## src/hdl/wsrs_pkg.sv

```systemverilog
`timescale 1ns / 1ps
// ----------------------------------------------------------------------------
// wsrs_pkg
// Shared types, codes and constants of the work stealing range scheduler.
// ----------------------------------------------------------------------------
package wsrs_pkg;

   localparam int MAX_WORKERS_DEF = 8;
   localparam int DEQUE_DEPTH_DEF = 4;

   localparam int OPCODE_W   = 2;
   localparam int WORKER_W   = 3;
   localparam int INDEX_W    = 32;
   localparam int STATUS_W   = 2;
   localparam int CSR_DATA_W = 4;
   localparam int CSR_ADDR_W = 1;
   localparam int REQ_DATA_W = 72;
   localparam int RSP_DATA_W = 72;
   localparam int RNG_W      = 64;
   localparam int ENTRY_W    = 2 * INDEX_W;

   localparam logic [RNG_W-1:0]   RNG_MUL    = 64'd2654435761;
   localparam logic [INDEX_W-1:0] COST_FLOOR = 32'd4;

   localparam logic [CSR_ADDR_W-1:0] CSR_WORKER_COUNT = 1'b0;
   localparam logic [CSR_ADDR_W-1:0] CSR_COST_AWARE   = 1'b1;

   typedef enum logic [OPCODE_W-1:0] {
      OP_ASSIGN = 2'd0,
      OP_POP    = 2'd1,
      OP_STEAL  = 2'd2,
      OP_RETIRE = 2'd3
   } opcode_type;

   typedef enum logic [STATUS_W-1:0] {
      ST_OK        = 2'd0,
      ST_EMPTY     = 2'd1,
      ST_NO_VICTIM = 2'd2,
      ST_FULL      = 2'd3
   } status_type;

   // one xorshift64 advance: <<13, >>7, <<17
   function automatic logic [RNG_W-1:0] xorshift(input logic [RNG_W-1:0] s);
      logic [RNG_W-1:0] a;
      logic [RNG_W-1:0] b;
      a = s ^ (s << 13);
      b = a ^ (a >> 7);
      return b ^ (b << 17);
   endfunction

endpackage

```

## src/hdl/wsrs_mod_unit.sv

```systemverilog
`timescale 1ns / 1ps
// ----------------------------------------------------------------------------
// wsrs_mod_unit
// Restoring remainder unit, one dividend bit per cycle.
// ----------------------------------------------------------------------------
module wsrs_mod_unit #(
   parameter int DW = 64,
   parameter int MW = 4
) (
   input  logic          clock,
   input  logic          reset,
   input  logic          start,
   input  logic [DW-1:0] dividend,
   input  logic [MW-1:0] divisor,
   output logic          done,
   output logic [MW-1:0] remainder
);
   localparam int CW = $clog2(DW + 1);

   logic          busy_ff, busy_in;
   logic          done_ff, done_in;
   logic [CW-1:0] cnt_ff, cnt_in;
   logic [DW-1:0] sh_ff, sh_in;
   logic [MW-1:0] rem_ff, rem_in;
   logic [MW-1:0] div_ff, div_in;
   logic [MW:0]   trial;

   always_comb begin
      busy_in = busy_ff;
      done_in = 1'b0;
      cnt_in  = cnt_ff;
      sh_in   = sh_ff;
      rem_in  = rem_ff;
      div_in  = div_ff;
      trial   = {rem_ff, sh_ff[DW-1]};
      if (start) begin
         busy_in = 1'b1;
         cnt_in  = CW'(DW);
         sh_in   = dividend;
         rem_in  = '0;
         div_in  = divisor;
      end else if (busy_ff) begin
         // remainder stays below the divisor, so it fits MW bits
         if (trial >= {1'b0, div_ff}) begin
            rem_in = MW'(trial - {1'b0, div_ff});
         end else begin
            rem_in = trial[MW-1:0];
         end
         sh_in  = sh_ff << 1;
         cnt_in = cnt_ff - 1'b1;
         if (cnt_ff == CW'(1)) begin
            busy_in = 1'b0;
            done_in = 1'b1;
         end
      end
   end

   always_ff @(posedge clock) begin
      if (reset) begin
         busy_ff <= 1'b0;
         done_ff <= 1'b0;
         cnt_ff  <= '0;
      end else begin
         busy_ff <= busy_in;
         done_ff <= done_in;
         cnt_ff  <= cnt_in;
      end
      sh_ff  <= sh_in;
      rem_ff <= rem_in;
      div_ff <= div_in;
   end

   assign done      = done_ff;
   assign remainder = rem_ff;

endmodule

```

## src/hdl/wsrs_range_store.sv

```systemverilog
`timescale 1ns / 1ps
// ----------------------------------------------------------------------------
// wsrs_range_store
// Range entry memory, one write and one registered read port.
// ----------------------------------------------------------------------------
module wsrs_range_store #(
   parameter int ENTRIES = 32,
   parameter int AW      = 5
) (
   input  logic                        clock,
   input  logic                        wr_en,
   input  logic [AW-1:0]               wr_addr,
   input  logic [wsrs_pkg::ENTRY_W-1:0] wr_data,
   input  logic [AW-1:0]               rd_addr,
   output logic [wsrs_pkg::ENTRY_W-1:0] rd_data
);
   import wsrs_pkg::*;

   logic [ENTRY_W-1:0] mem_ff [ENTRIES];
   logic [ENTRY_W-1:0] rd_ff;

   always_ff @(posedge clock) begin
      if (wr_en) begin
         mem_ff[wr_addr] <= wr_data;
      end
      rd_ff <= mem_ff[rd_addr];
   end

   assign rd_data = rd_ff;

endmodule

```

## src/hdl/work_stealing_range_scheduler_core.sv

```systemverilog
`timescale 1ns / 1ps
// ----------------------------------------------------------------------------
// work_stealing_range_scheduler_core
// Per-worker ring deques of index ranges with pop, steal, assign and retire.
// ----------------------------------------------------------------------------
// One request is handled at a time; req_tready is low from acceptance until
// the response transfer. Assign and retire run the work-left sweep over the
// remaining counts of the n active workers; pop adds one store read. A
// random-mode steal adds the bit-serial modulo of the 64-bit xorshift value
// by n-1 plus the victim check and store read; a cost-aware steal adds a
// scan for the richest victim instead. All counts share one read port on the
// remaining-work registers and the ranges live in a single-port-read memory.
// Configuration writes land at once and are meant for idle periods.
// ----------------------------------------------------------------------------
module work_stealing_range_scheduler_core #(
   parameter int MAX_WORKERS = wsrs_pkg::MAX_WORKERS_DEF,
   parameter int DEQUE_DEPTH = wsrs_pkg::DEQUE_DEPTH_DEF
) (
   input  logic                            clock,
   input  logic                            reset,
   input  logic                            req_tvalid,
   output logic                            req_tready,
   // worker[2:0], start_index[34:3], end_index[66:35], zero fill
   input  logic [wsrs_pkg::REQ_DATA_W-1:0] req_tdata,
   // opcode[1:0]
   input  logic [wsrs_pkg::OPCODE_W-1:0]   req_tuser,
   output logic                            rsp_tvalid,
   input  logic                            rsp_tready,
   // victim[2:0], range_start[34:3], range_end[66:35], work_left[67], zero fill
   output logic [wsrs_pkg::RSP_DATA_W-1:0] rsp_tdata,
   // status[1:0]
   output logic [wsrs_pkg::STATUS_W-1:0]   rsp_tuser,
   input  logic                            csr_we,
   input  logic [wsrs_pkg::CSR_ADDR_W-1:0] csr_addr,
   input  logic [wsrs_pkg::CSR_DATA_W-1:0] csr_wdata
);
   import wsrs_pkg::*;

   localparam int WW  = $clog2(MAX_WORKERS);
   localparam int NW  = $clog2(MAX_WORKERS + 1);
   localparam int PW  = $clog2(2 * DEQUE_DEPTH);
   localparam int SW  = $clog2(DEQUE_DEPTH);
   localparam int ENT = MAX_WORKERS * DEQUE_DEPTH;
   localparam int AW  = $clog2(ENT);

   typedef enum logic [7:0] {
      S_IDLE   = 8'b0000_0001,
      S_EXEC   = 8'b0000_0010,
      S_SCAN   = 8'b0000_0100,
      S_MOD    = 8'b0000_1000,
      S_VICTIM = 8'b0001_0000,
      S_READ   = 8'b0010_0000,
      S_SUM    = 8'b0100_0000,
      S_OUT    = 8'b1000_0000
   } state_type;

   state_type state_ff, state_in;

   // latched request
   opcode_type          op_ff;
   logic [WORKER_W-1:0] wk_ff;
   logic [INDEX_W-1:0]  start_ff, end_ff;

   // configuration
   logic [CSR_DATA_W-1:0] worker_count_ff;
   logic                  cost_aware_ff;

   // per-worker state
   logic [PW-1:0]      top_ff [MAX_WORKERS];
   logic [PW-1:0]      bot_ff [MAX_WORKERS];
   logic [INDEX_W-1:0] rem_ff [MAX_WORKERS];
   logic [RNG_W-1:0]   rng_ff [MAX_WORKERS];

   // result
   status_type         status_ff, status_in;
   logic [WW-1:0]      victim_ff, victim_in;
   logic [INDEX_W-1:0] rs_ff, rs_in, re_ff, re_in;
   logic               left_ff, left_in;

   // scan bookkeeping
   logic [NW-1:0]      idx_ff, idx_in;
   logic [WW-1:0]      best_ff, best_in;
   logic               best_vld_ff, best_vld_in;
   logic [INDEX_W-1:0] best_work_ff, best_work_in;

   // array write strobes
   logic               top_we, bot_we, rem_we, rng_we;
   logic [PW-1:0]      top_wd, bot_wd;
   logic [INDEX_W-1:0] rem_wd;
   logic [RNG_W-1:0]   rng_wd;

   // decoded values
   logic [31:0]        w32, n32, idx32, v32;
   logic [WW-1:0]      w_idx, ptr_sel, rem_sel;
   logic [NW-1:0]      n_act, idx_nx;
   logic               w_bad;
   logic [PW-1:0]      tp_rd, bp_rd, bp_dec, tp_inc, slot_p;
   logic [SW-1:0]      slot;
   logic [INDEX_W-1:0] rem_rd, len;
   logic [RNG_W-1:0]   rng_nx;
   logic               cand, fin_vld;
   logic [WW-1:0]      fin_idx;

   // memory and modulo unit hookups
   logic               mem_we;
   logic [AW-1:0]      mem_wa, mem_ra, mem_base;
   logic [ENTRY_W-1:0] mem_wd, mem_rd;
   logic               mod_start, mod_done;
   logic [NW-1:0]      mod_rem;

   wsrs_range_store #(
      .ENTRIES (ENT),
      .AW      (AW)
   ) u_store (
      .clock   (clock),
      .wr_en   (mem_we),
      .wr_addr (mem_wa),
      .wr_data (mem_wd),
      .rd_addr (mem_ra),
      .rd_data (mem_rd)
   );

   wsrs_mod_unit #(
      .DW (RNG_W),
      .MW (NW)
   ) u_mod (
      .clock     (clock),
      .reset     (reset),
      .start     (mod_start),
      .dividend  (rng_nx),
      .divisor   (NW'(n_act - 1'b1)),
      .done      (mod_done),
      .remainder (mod_rem)
   );

   // worker and active-count decode
   assign w32   = {29'd0, wk_ff};
   assign w_idx = w32[WW-1:0];
   assign w_bad = (w32 >= 32'(MAX_WORKERS));
   always_comb begin
      if (worker_count_ff == '0) begin
         n32 = 32'd1;
      end else if (32'(worker_count_ff) > 32'(MAX_WORKERS)) begin
         n32 = 32'(MAX_WORKERS);
      end else begin
         n32 = 32'(worker_count_ff);
      end
   end
   assign n_act = n32[NW-1:0];

   // pointer port: victim in the victim step, otherwise the requester
   assign ptr_sel = state_ff == S_VICTIM ? victim_ff : w_idx;
   assign tp_rd   = top_ff[ptr_sel];
   assign bp_rd   = bot_ff[ptr_sel];
   assign bp_dec  = bp_rd == '0 ? PW'(2 * DEQUE_DEPTH - 1) : bp_rd - 1'b1;
   assign tp_inc  = tp_rd == PW'(2 * DEQUE_DEPTH - 1) ? '0 : tp_rd + 1'b1;
   assign slot_p  = state_ff == S_VICTIM ? tp_rd : bp_dec;
   always_comb begin
      if (slot_p >= PW'(DEQUE_DEPTH)) begin
         slot = SW'(slot_p - PW'(DEQUE_DEPTH));
      end else begin
         slot = slot_p[SW-1:0];
      end
   end
   assign mem_base = AW'(ptr_sel) * AW'(DEQUE_DEPTH);

   // remaining-count port: sweep index during scans
   assign idx32   = 32'(idx_ff);
   assign rem_sel = (state_ff == S_SCAN || state_ff == S_SUM) ? idx32[WW-1:0] : w_idx;
   assign rem_rd  = rem_ff[rem_sel];
   assign idx_nx  = idx_ff + 1'b1;

   assign len    = end_ff > start_ff ? end_ff - start_ff : '0;
   assign rng_nx = xorshift(rng_ff[w_idx]);

   // cost-aware candidate: strictly richer, never the thief itself
   assign cand    = (idx32 != w32) && (rem_rd > best_work_ff);
   assign fin_vld = best_vld_ff | cand;
   assign fin_idx = cand ? idx32[WW-1:0] : best_ff;
   assign v32     = (32'(mod_rem) >= w32) ? 32'(mod_rem) + 32'd1 : 32'(mod_rem);

   assign req_tready = state_ff == S_IDLE;
   assign rsp_tvalid = state_ff == S_OUT;

   always_comb begin
      state_in     = state_ff;
      status_in    = status_ff;
      victim_in    = victim_ff;
      rs_in        = rs_ff;
      re_in        = re_ff;
      left_in      = left_ff;
      idx_in       = '0;
      best_in      = best_ff;
      best_vld_in  = best_vld_ff;
      best_work_in = best_work_ff;
      top_we       = 1'b0;
      top_wd       = tp_inc;
      bot_we       = 1'b0;
      bot_wd       = bp_dec;
      rem_we       = 1'b0;
      rem_wd       = len;
      rng_we       = 1'b0;
      rng_wd       = rng_nx;
      mem_we       = 1'b0;
      mem_wa       = mem_base;
      mem_wd       = {end_ff, start_ff};
      mem_ra       = mem_base + AW'(slot);
      mod_start    = 1'b0;

      unique case (state_ff)
         S_IDLE: begin
            if (req_tvalid) begin
               state_in  = S_EXEC;
               status_in = ST_OK;
               victim_in = '0;
               rs_in     = '0;
               re_in     = '0;
               left_in   = 1'b0;
            end
         end
         S_EXEC: begin
            state_in = S_SUM;
            if (w_bad) begin
               if (op_ff == OP_POP) begin
                  status_in = ST_EMPTY;
               end else if (op_ff == OP_STEAL) begin
                  status_in = ST_NO_VICTIM;
               end
            end else begin
               unique case (op_ff)
                  OP_ASSIGN: begin
                     // fresh deque: entry goes to slot 0, a full deque cannot occur
                     top_we = 1'b1;
                     top_wd = '0;
                     bot_we = 1'b1;
                     bot_wd = len != '0 ? PW'(1) : '0;
                     rem_we = 1'b1;
                     mem_we = len != '0;
                  end
                  OP_POP: begin
                     victim_in = w_idx;
                     if (bp_rd == tp_rd) begin
                        status_in = ST_EMPTY;
                     end else begin
                        bot_we   = 1'b1;
                        state_in = S_READ;
                     end
                  end
                  OP_STEAL: begin
                     if (n_act <= NW'(1)) begin
                        status_in = ST_NO_VICTIM;
                     end else begin
                        rng_we = 1'b1;
                        if (cost_aware_ff) begin
                           best_vld_in  = 1'b0;
                           best_in      = '0;
                           best_work_in = COST_FLOOR;
                           state_in     = S_SCAN;
                        end else begin
                           mod_start = 1'b1;
                           state_in  = S_MOD;
                        end
                     end
                  end
                  OP_RETIRE: begin
                     rem_we = 1'b1;
                     rem_wd = rem_rd > len ? rem_rd - len : '0;
                  end
                  default: ;
               endcase
            end
         end
         S_SCAN: begin
            best_vld_in = fin_vld;
            best_in     = fin_idx;
            if (cand) begin
               best_work_in = rem_rd;
            end
            if (idx_nx == n_act) begin
               if (fin_vld) begin
                  victim_in = fin_idx;
                  state_in  = S_VICTIM;
               end else begin
                  status_in = ST_NO_VICTIM;
                  state_in  = S_SUM;
               end
            end else begin
               idx_in = idx_nx;
            end
         end
         S_MOD: begin
            if (mod_done) begin
               victim_in = v32[WW-1:0];
               state_in  = S_VICTIM;
            end
         end
         S_VICTIM: begin
            if (bp_rd == tp_rd) begin
               status_in = ST_EMPTY;
               state_in  = S_SUM;
            end else begin
               top_we   = 1'b1;
               state_in = S_READ;
            end
         end
         S_READ: begin
            rs_in    = mem_rd[INDEX_W-1:0];
            re_in    = mem_rd[ENTRY_W-1:INDEX_W];
            state_in = S_SUM;
         end
         S_SUM: begin
            left_in = left_ff | (rem_rd != '0);
            if (idx_nx == n_act) begin
               state_in = S_OUT;
            end else begin
               idx_in = idx_nx;
            end
         end
         S_OUT: begin
            if (rsp_tready) begin
               state_in = S_IDLE;
            end
         end
         default: state_in = S_IDLE;
      endcase
   end

   always_ff @(posedge clock) begin
      if (reset) begin
         state_ff        <= S_IDLE;
         worker_count_ff <= CSR_DATA_W'(8);
         cost_aware_ff   <= 1'b0;
         for (int i = 0; i < MAX_WORKERS; i++) begin
            top_ff[i] <= '0;
            bot_ff[i] <= '0;
            rem_ff[i] <= '0;
            rng_ff[i] <= RNG_W'(i + 1) * RNG_MUL;
         end
      end else begin
         state_ff <= state_in;
         if (csr_we) begin
            unique case (csr_addr)
               CSR_WORKER_COUNT: worker_count_ff <= csr_wdata;
               CSR_COST_AWARE:   cost_aware_ff   <= csr_wdata[0];
               default: ;
            endcase
         end
         if (top_we) top_ff[ptr_sel] <= top_wd;
         if (bot_we) bot_ff[ptr_sel] <= bot_wd;
         if (rem_we) rem_ff[w_idx] <= rem_wd;
         if (rng_we) rng_ff[w_idx] <= rng_wd;
      end
      if (state_ff == S_IDLE && req_tvalid) begin
         op_ff    <= opcode_type'(req_tuser);
         wk_ff    <= req_tdata[WORKER_W-1:0];
         start_ff <= req_tdata[WORKER_W+INDEX_W-1:WORKER_W];
         end_ff   <= req_tdata[WORKER_W+2*INDEX_W-1:WORKER_W+INDEX_W];
      end
      status_ff    <= status_in;
      victim_ff    <= victim_in;
      rs_ff        <= rs_in;
      re_ff        <= re_in;
      left_ff      <= left_in;
      idx_ff       <= idx_in;
      best_ff      <= best_in;
      best_vld_ff  <= best_vld_in;
      best_work_ff <= best_work_in;
   end

   logic [31:0] vout32;
   assign vout32    = 32'(victim_ff);
   assign rsp_tuser = status_ff;
   assign rsp_tdata = {4'd0, left_ff, re_ff, rs_ff, vout32[2:0]};

endmodule
```

## config.mk

```make
export PLATFORM = sky130hd
export DESIGN_NAME = work_stealing_range_scheduler_core
export DESIGN_NICKNAME = d
export VERILOG_FILES = /design/src/hdl/wsrs_pkg.sv /design/src/hdl/wsrs_mod_unit.sv /design/src/hdl/wsrs_range_store.sv /design/src/hdl/work_stealing_range_scheduler_core.sv
export SDC_FILE = /design/constraint.sdc
export NUM_CORES = 2
export LEC_CHECK = 0
export BUFFER_PORTS_ARGS = -buffer_cell sky130_fd_sc_hd__buf_4
export CORE_ASPECT_RATIO = 1.1
export CORE_MARGIN = 2
export CORE_UTILIZATION = 45
export CTS_BUF_LIST = sky130_fd_sc_hd__clkbuf_8
export CTS_CLUSTER_DIAMETER = 50
export DETAILED_ROUTE_END_ITERATION = 6
export PLACE_DENSITY = 0.63
export SKIP_CTS_REPAIR_TIMING = 1
export SLEW_MARGIN = 10
export SYNTH_ARGS = -nofsm -noshare
export SYNTH_HDL_FRONTEND = slang
export SYNTH_SLANG_ARGS = --single-unit
```

## constraint.sdc

```tcl
create_clock -name clock -period 17.03 [get_ports clock]
set_input_delay 1.703 -clock clock [delete_from_list [all_inputs] [get_ports clock]]
set_output_delay 1.703 -clock clock [all_outputs]
set_load 0.005 [all_outputs]
```

# Word-level counts from Yosys, hierarchy flattened
# Memory sizes are Yosys's and may differ from the RTL's. A register that Yosys moved wholly into a read port is not among the register bits.
# Index checks and enable logic that the tools add are counted.
dict set report totals {
  reg_bits 273
  ram_bits 2864
  in_bits 84
  out_inout_bits 76
  elab_cells 251
  n_memories 5
}
# name words width read_ports rd_clocked_by_memory_dff wr line_no
set memory_table {}
lappend memory_table {u_store.mem_ff 32 64 1 1 1 wsrs_range_store.sv:19} ;# logic [ENTRY_W-1:0] mem_ff [ENTRIES];
lappend memory_table {rng_ff 8 64 1 1 8 work_stealing_range_scheduler_core.sv:72} ;# logic [RNG_W-1:0] rng_ff [MAX_WORKERS];
lappend memory_table {rem_ff 8 32 1 0 8 work_stealing_range_scheduler_core.sv:71} ;# logic [INDEX_W-1:0] rem_ff [MAX_WORKERS];
lappend memory_table {bot_ff 8 3 1 0 8 work_stealing_range_scheduler_core.sv:70} ;# logic [PW-1:0] bot_ff [MAX_WORKERS];
lappend memory_table {top_ff 8 3 1 0 8 work_stealing_range_scheduler_core.sv:69} ;# logic [PW-1:0] top_ff [MAX_WORKERS];
dict set report classes {
  add_sub_neg 11
  magnitude_cmp 9
  eq_ne 31
  n_mux 132
  bitwise_logic 8
  n_reduce_logical 32
}
# op n
set op_table {}
lappend op_table {{$mux W32} 12}
lappend op_table {{$mux W64} 3}
lappend op_table {{$pmux W32 S2} 3}
lappend op_table {{$xor A64 B64 Y64} 2}
lappend op_table {{$gt A32 B32 Y1} 3}
lappend op_table {{$mux W3} 30}
lappend op_table {{$pmux W8 S8} 1}
lappend op_table {{$reduce_bool A32 Y1} 2}
lappend op_table {{$reduce_or A64 Y1} 1}
lappend op_table {{$sub A32 B32 Y32} 2}
lappend op_table {{$xor A64 B57 Y64} 1}
lappend op_table {{$mux W1} 50}
lappend op_table {{$mux W7} 6}
lappend op_table {{$mux W8} 5}
lappend op_table {{$reduce_or A32 Y1} 1}
lappend op_table {{$mux W2} 9}
lappend op_table {{$ne A2 B2 Y1 const B} 9}
lappend op_table {{$mux W4} 4}
lappend op_table {{$pmux W7 S2} 1}
lappend op_table {{$pmux W3 S4} 1}
lappend op_table {{$reduce_and A6 Y1} 2}
lappend op_table {{$reduce_and A5 Y1} 2}
lappend op_table {{$reduce_or A3 Y1} 3}
lappend op_table {{$eq A8 B1 Y1 const B} 1}
lappend op_table {{other kinds (47)} 69}

# Depth between registers and ports, before layout
dict set report depth {
  word_depth 13
  ltp_mapped 24
  ltp_nobuf 23
}

# By module
# Synthesis repeated with hierarchy kept, for this count alone.
dict set report hier_totals {
  cells_unflattened 7314
  hier_area_um2 131637.5
}
# module n_inst cells_per_inst area_each_um2
set by_module_without_submodules {}
lappend by_module_without_submodules {wsrs_range_store 1 3096 78964.5}
lappend by_module_without_submodules {work_stealing_range_scheduler_core 1 3993 49130.9}
lappend by_module_without_submodules {wsrs_mod_unit 1 225 3542.1}

# Least setup slack after synthesis
# OpenSTA, ideal clock, no wires.
dict set report synth_timing {
  kind {reg2reg}
  start {register end_ff[15]}
  end {memory u_store.mem_ff[0][0] (netlist bit), enable pin}
  setup_time_ns 0.487
  t_arrival_ns 5.481
  t_required_ns 16.543
  setup_slack_ns 11.063
  stages_incl_launch_ff 12
  n_path_buf 0
  period_less_slack_ns 5.967
  cell_sequence {edfxtp_1 -> ha_1 -> nand4_1 -> nor3_1 -> o21ai_0 -> a2111oi_0 -> o21a_1 -> nor3b_1 -> nor4_1 -> nand4_1 -> o31ai_2 -> nor2_1}
}
dict set report synth_via {
  elab_chain_cells 8
}
# item line_no
set synth_rtl {}
lappend synth_rtl {{start: declaration} work_stealing_range_scheduler_core.sv:62} ;# logic [INDEX_W-1:0] start_ff, end_ff;
lappend synth_rtl {{start signal: assignment} work_stealing_range_scheduler_core.sv:357} ;# end_ff <= req_tdata[WORKER_W+2*INDEX_W-1:WORKER_W+INDEX_W];
lappend synth_rtl {{$sub A32 B32 Y32 or $gt A32 B32 Y1 (tied branches)} work_stealing_range_scheduler_core.sv:173} ;# assign len = end_ff > start_ff ? end_ff - start_ff : '0;
lappend synth_rtl {{$mux W32 *} work_stealing_range_scheduler_core.sv:173}
lappend synth_rtl {{$reduce_bool A32 Y1 *} work_stealing_range_scheduler_core.sv:238} ;# mem_we = len != '0;
lappend synth_rtl {{$mux W1 *} work_stealing_range_scheduler_core.sv:230} ;# unique case (op_ff)
lappend synth_rtl {{$mux W1 *} work_stealing_range_scheduler_core.sv:223} ;# if (w_bad) begin
lappend synth_rtl {{$mux W1 *} work_stealing_range_scheduler_core.sv:210} ;# unique case (state_ff)
lappend synth_rtl {{$mux W1 *} wsrs_range_store.sv:23} ;# if (wr_en) begin
lappend synth_rtl {{$mux W1 (not written as such) *} wsrs_range_store.sv:24} ;# mem_ff[wr_addr] <= wr_data;
lappend synth_rtl {{end: declaration} wsrs_range_store.sv:19}
# Mark *: on every way between the ends. The rest lies on a longest branch, timed or not.

==> results.md <==
* Placeable Area at 160,000 um^2
* Hold WS at 0.429 ns
* Compound-Gate Fraction of Synth Area at 6.98%
* Crit Path Max Fanout at 41
* Part of the power in registers at 41.1%
* Initial Utilization at 45.3%
* Setup WS pre-CTS at 9.46 ns
* Die W at 387 um
* Synth-to-Final Area Change at 12.1%
* Die ar. at 165,000 um^2
* Worst setup SP type: flop
* Commonest non-fill, non-tap cell in the layout: edfxtp_1
* EDFF count, synth at 1,571
* Worst endpoint required time at 17.86 ns
* Drt wl/cell at 25.0 um
* Vias in the first global route at 46,168
* RSZ-0062 raised after global routing: no
* Vias per Instance at 5.74
* DR WL met2 at 101,000 um
* Initial DRC count at 4,739
* HPWL Detailed at 118,000 um
* Largest net degree at the start of global routing at 75
* GRT Overall Usage at 24.2%
* Minimum clock period at 7.79 ns
* Post-Synth XOR/XNOR Area at 2.86%
* Pre-antenna DRT Iters at 6
* Design Power at 11,800 uW
* Register bit total from synthesis at 1,668
* Total number of vias at 46,249
* Final worst path period share at 45.8%
* Skew-Pair Late Insertion Delay at 1.03 ns
* Rel. slew slack at 7.50%
* Top Metal Used: met5
* Antenna Nets Post-Route at 0
* Fraction of layout cells with a size suffix above 1 at 14.6%
* Setup_tns at 0 ns
* H-Tree Depth at 5
* Status: finished, final reports clean
* Adder-cell share of the synthesized area at 2.08%
* Most frequent cells in the layout: 1,571 x edfxtp_1, 783 x nor2_1, 683 x nand2_1, 360 x a21oi_1, 306 x clkbuf_8
* Placed insts at 7,577
* Synth area leader: edfxtp_1
* FMAX at 0.128 GHz
* Internal at 7490 uW
* Synth area leaders: edfxtp_1 65%, nor2_1 4.1%, mux4_2 4.0%
* Switching share of power at 36.5%
* GRT overflow at 0
* Combinational share of power at 30.9%
* Initial antenna violation count at 6
* Nets at 5,966
* Hold Fails Final Rpt at 0
* Row count at 154
* Most used DFF post-synth: edfxtp_1
* Final Instance Count excl. Fillers at 8,060
* Clk_skew at 0.0946 ns
* CTS max path bufs at 4
* Peak VDD IR at 0.000121 V
* Psw at 4310 uW
* Final setup viols at 0
* Tightest Hold Check Type: reg -> reg
* Max-cap violations at 0
* Ys async rst share at 0%
* LEAKAGE at 0.0289 uW
* Post-synthesis mux area share at 6.95%
* Buffers on Ports at 150
* Wire length on met1 at 79,700 um
* Total routed wirelength at 202,000 um
* DRC viols at 0
* P per Cell Area at 145 nW/um^2
* Post-Syn Area at 72,600 um^2
* Syn avg cell area at 13.2 um^2
* Metal3 WL at 14,500 um
* Clock transition at path regs at 0.06 ns
* Syn Inst Count at 5,499
* Slew Viols, Final at 0
* Root buffer cell: clkbuf_8
* Final Wtd Congestion at 0.914
* Synth Warn # at 0
* Seq/Total Area, Yosys at 67.7%
* Post-route setup slack at 9.24 ns
* Simple-gate share of the synthesized area at 11.2%
* Sink Count at 1,668
* Crit path DAT at 8.63 ns
* Crit path kind: reg -> reg
* Largest family of logic cells by synthesized area: simple AND/OR/NAND/NOR gates
* Post-synth top area share at 65.0%
* Netlist cell types at 86
* Die span in y at 425 um
* Slew @ Worst Pin at 1.39 ns
* First-pass GRT wire length at 296,000 um
* Ports at 160
* TritonCTS buffer count at 290
* Critical Path End Type: flop
* Clock Power Share at 28.0%
* CTS tree: done
## layout make-up
type / instances / area (um^2)
repair buffers: 257 / 1930
flip-flops and latches: 1668 / 49100
multi-input cells: 3429 / 22100
clock buffers: 306 / 4210
fillers: 13682 / 78800
diodes: 3 / 7.51
inverters: 117 / 442
well taps: 2106 / 2640
clock inverters: 174 / 863
## stage by stage
step | utilization, % | instance area (um^2)
global route | 50.8 | 81300
detailed placement | 47.6 | 76300
CTS | 50.8 | 81300
floorplan | - | 72600
finish | 50.8 | 81300
global placement | 47.6 | 76300
## cells in the mapped netlist, drive strengths merged, types with 5 or more instances
cell,number
a211oi,17
a21boi,11
a21o,37
a21oi,362
a221oi,30
a22oi,94
a31oi,18
a32oi,7
and2,72
and3,13
and4,5
buf,70
clkbuf,219
dfxtp,97
edfxtp,1571
ha,116
inv,117
mux2,57
mux2i,147
mux4,130
nand2,709
nand2b,24
nand3,114
nand4,31
nor2,796
nor2b,42
nor3,39
nor3b,5
nor4,25
nor4b,5
o211ai,12
o21a,12
o21ai,124
o21bai,7
o22ai,34
o311ai,5
o31ai,11
or2,8
or3,10
xnor2,178
xor2,59
## sequential cells by signal, indices dropped and copies added, names as in the netlist, 64 cells and up, named ones only
name and count:
rng_ff 512, u_store.mem_ff 512, rem_ff 256, u_mod.sh_ff 64, u_store.rd_data 64
## metal layers
layer / GRT usage (%) / up-vias
li1: - / 20698
met1: 30.8 / 23337
met2: 41.5 / 1830
met5: 0 / -
met3: 4.46 / 376
met4: 8.46 / 8
## power groups by stage
stage,Clock [uW],Sequential (uW),Combinational [uW]
2_1_floorplan,0,4840,2430
3_3_place_gp,0,4930,3580
3_5_place_dp,0,4930,3610
4_1_cts,3370,4850,3630
5_1_grt,3530,4870,3910
6_report,3310,4850,3640
## kinds of logic (layout without fill, tap and decap cells)
group,after synthesis,count (layout)
and+or+nand+nor,1912,1912
buffers and inverters,406,854
AOI/OAI and AO/OA,822,822
DFF,1668,1668
xor gates and xnor gates,237,237
other,1,8
muxes,334,334
adders and majority gates,119,119
## worst paths after layout
kind | slack (ns) | start | end | depth (start not counted)
hold / removal | 0.43 | u_store.mem_ff[12][4] | u_store.rd_data[4] | 2
hold reg to reg | 0.43 | u_store.mem_ff[12][4] | u_store.rd_data[4] | 2
setup / recovery | 9.24 | state_ff[7] | rem_ff[5][27] | 16
setup reg to reg | 9.24 | state_ff[7] | rem_ff[5][27] | 16
## worst max-delay path, stage by stage, from the launching register on
cell	delay, ns
dfxtp_1	0.34
or3_1	0.62
nor4_4	0.66
mux2_4	0.72
buf_4	0.64
mux2_2	0.28
o22ai_1	0.09
a221oi_1	1.08
ha_1	0.37
nand2_1	0.15
nor4_1	0.36
inv_1	0.08
nor3_1	0.28
nand2_1	0.15
a21boi_4	0.83
a32oi_1	0.64
nor2_1	0.25
(Power assumes the default switching activity.)
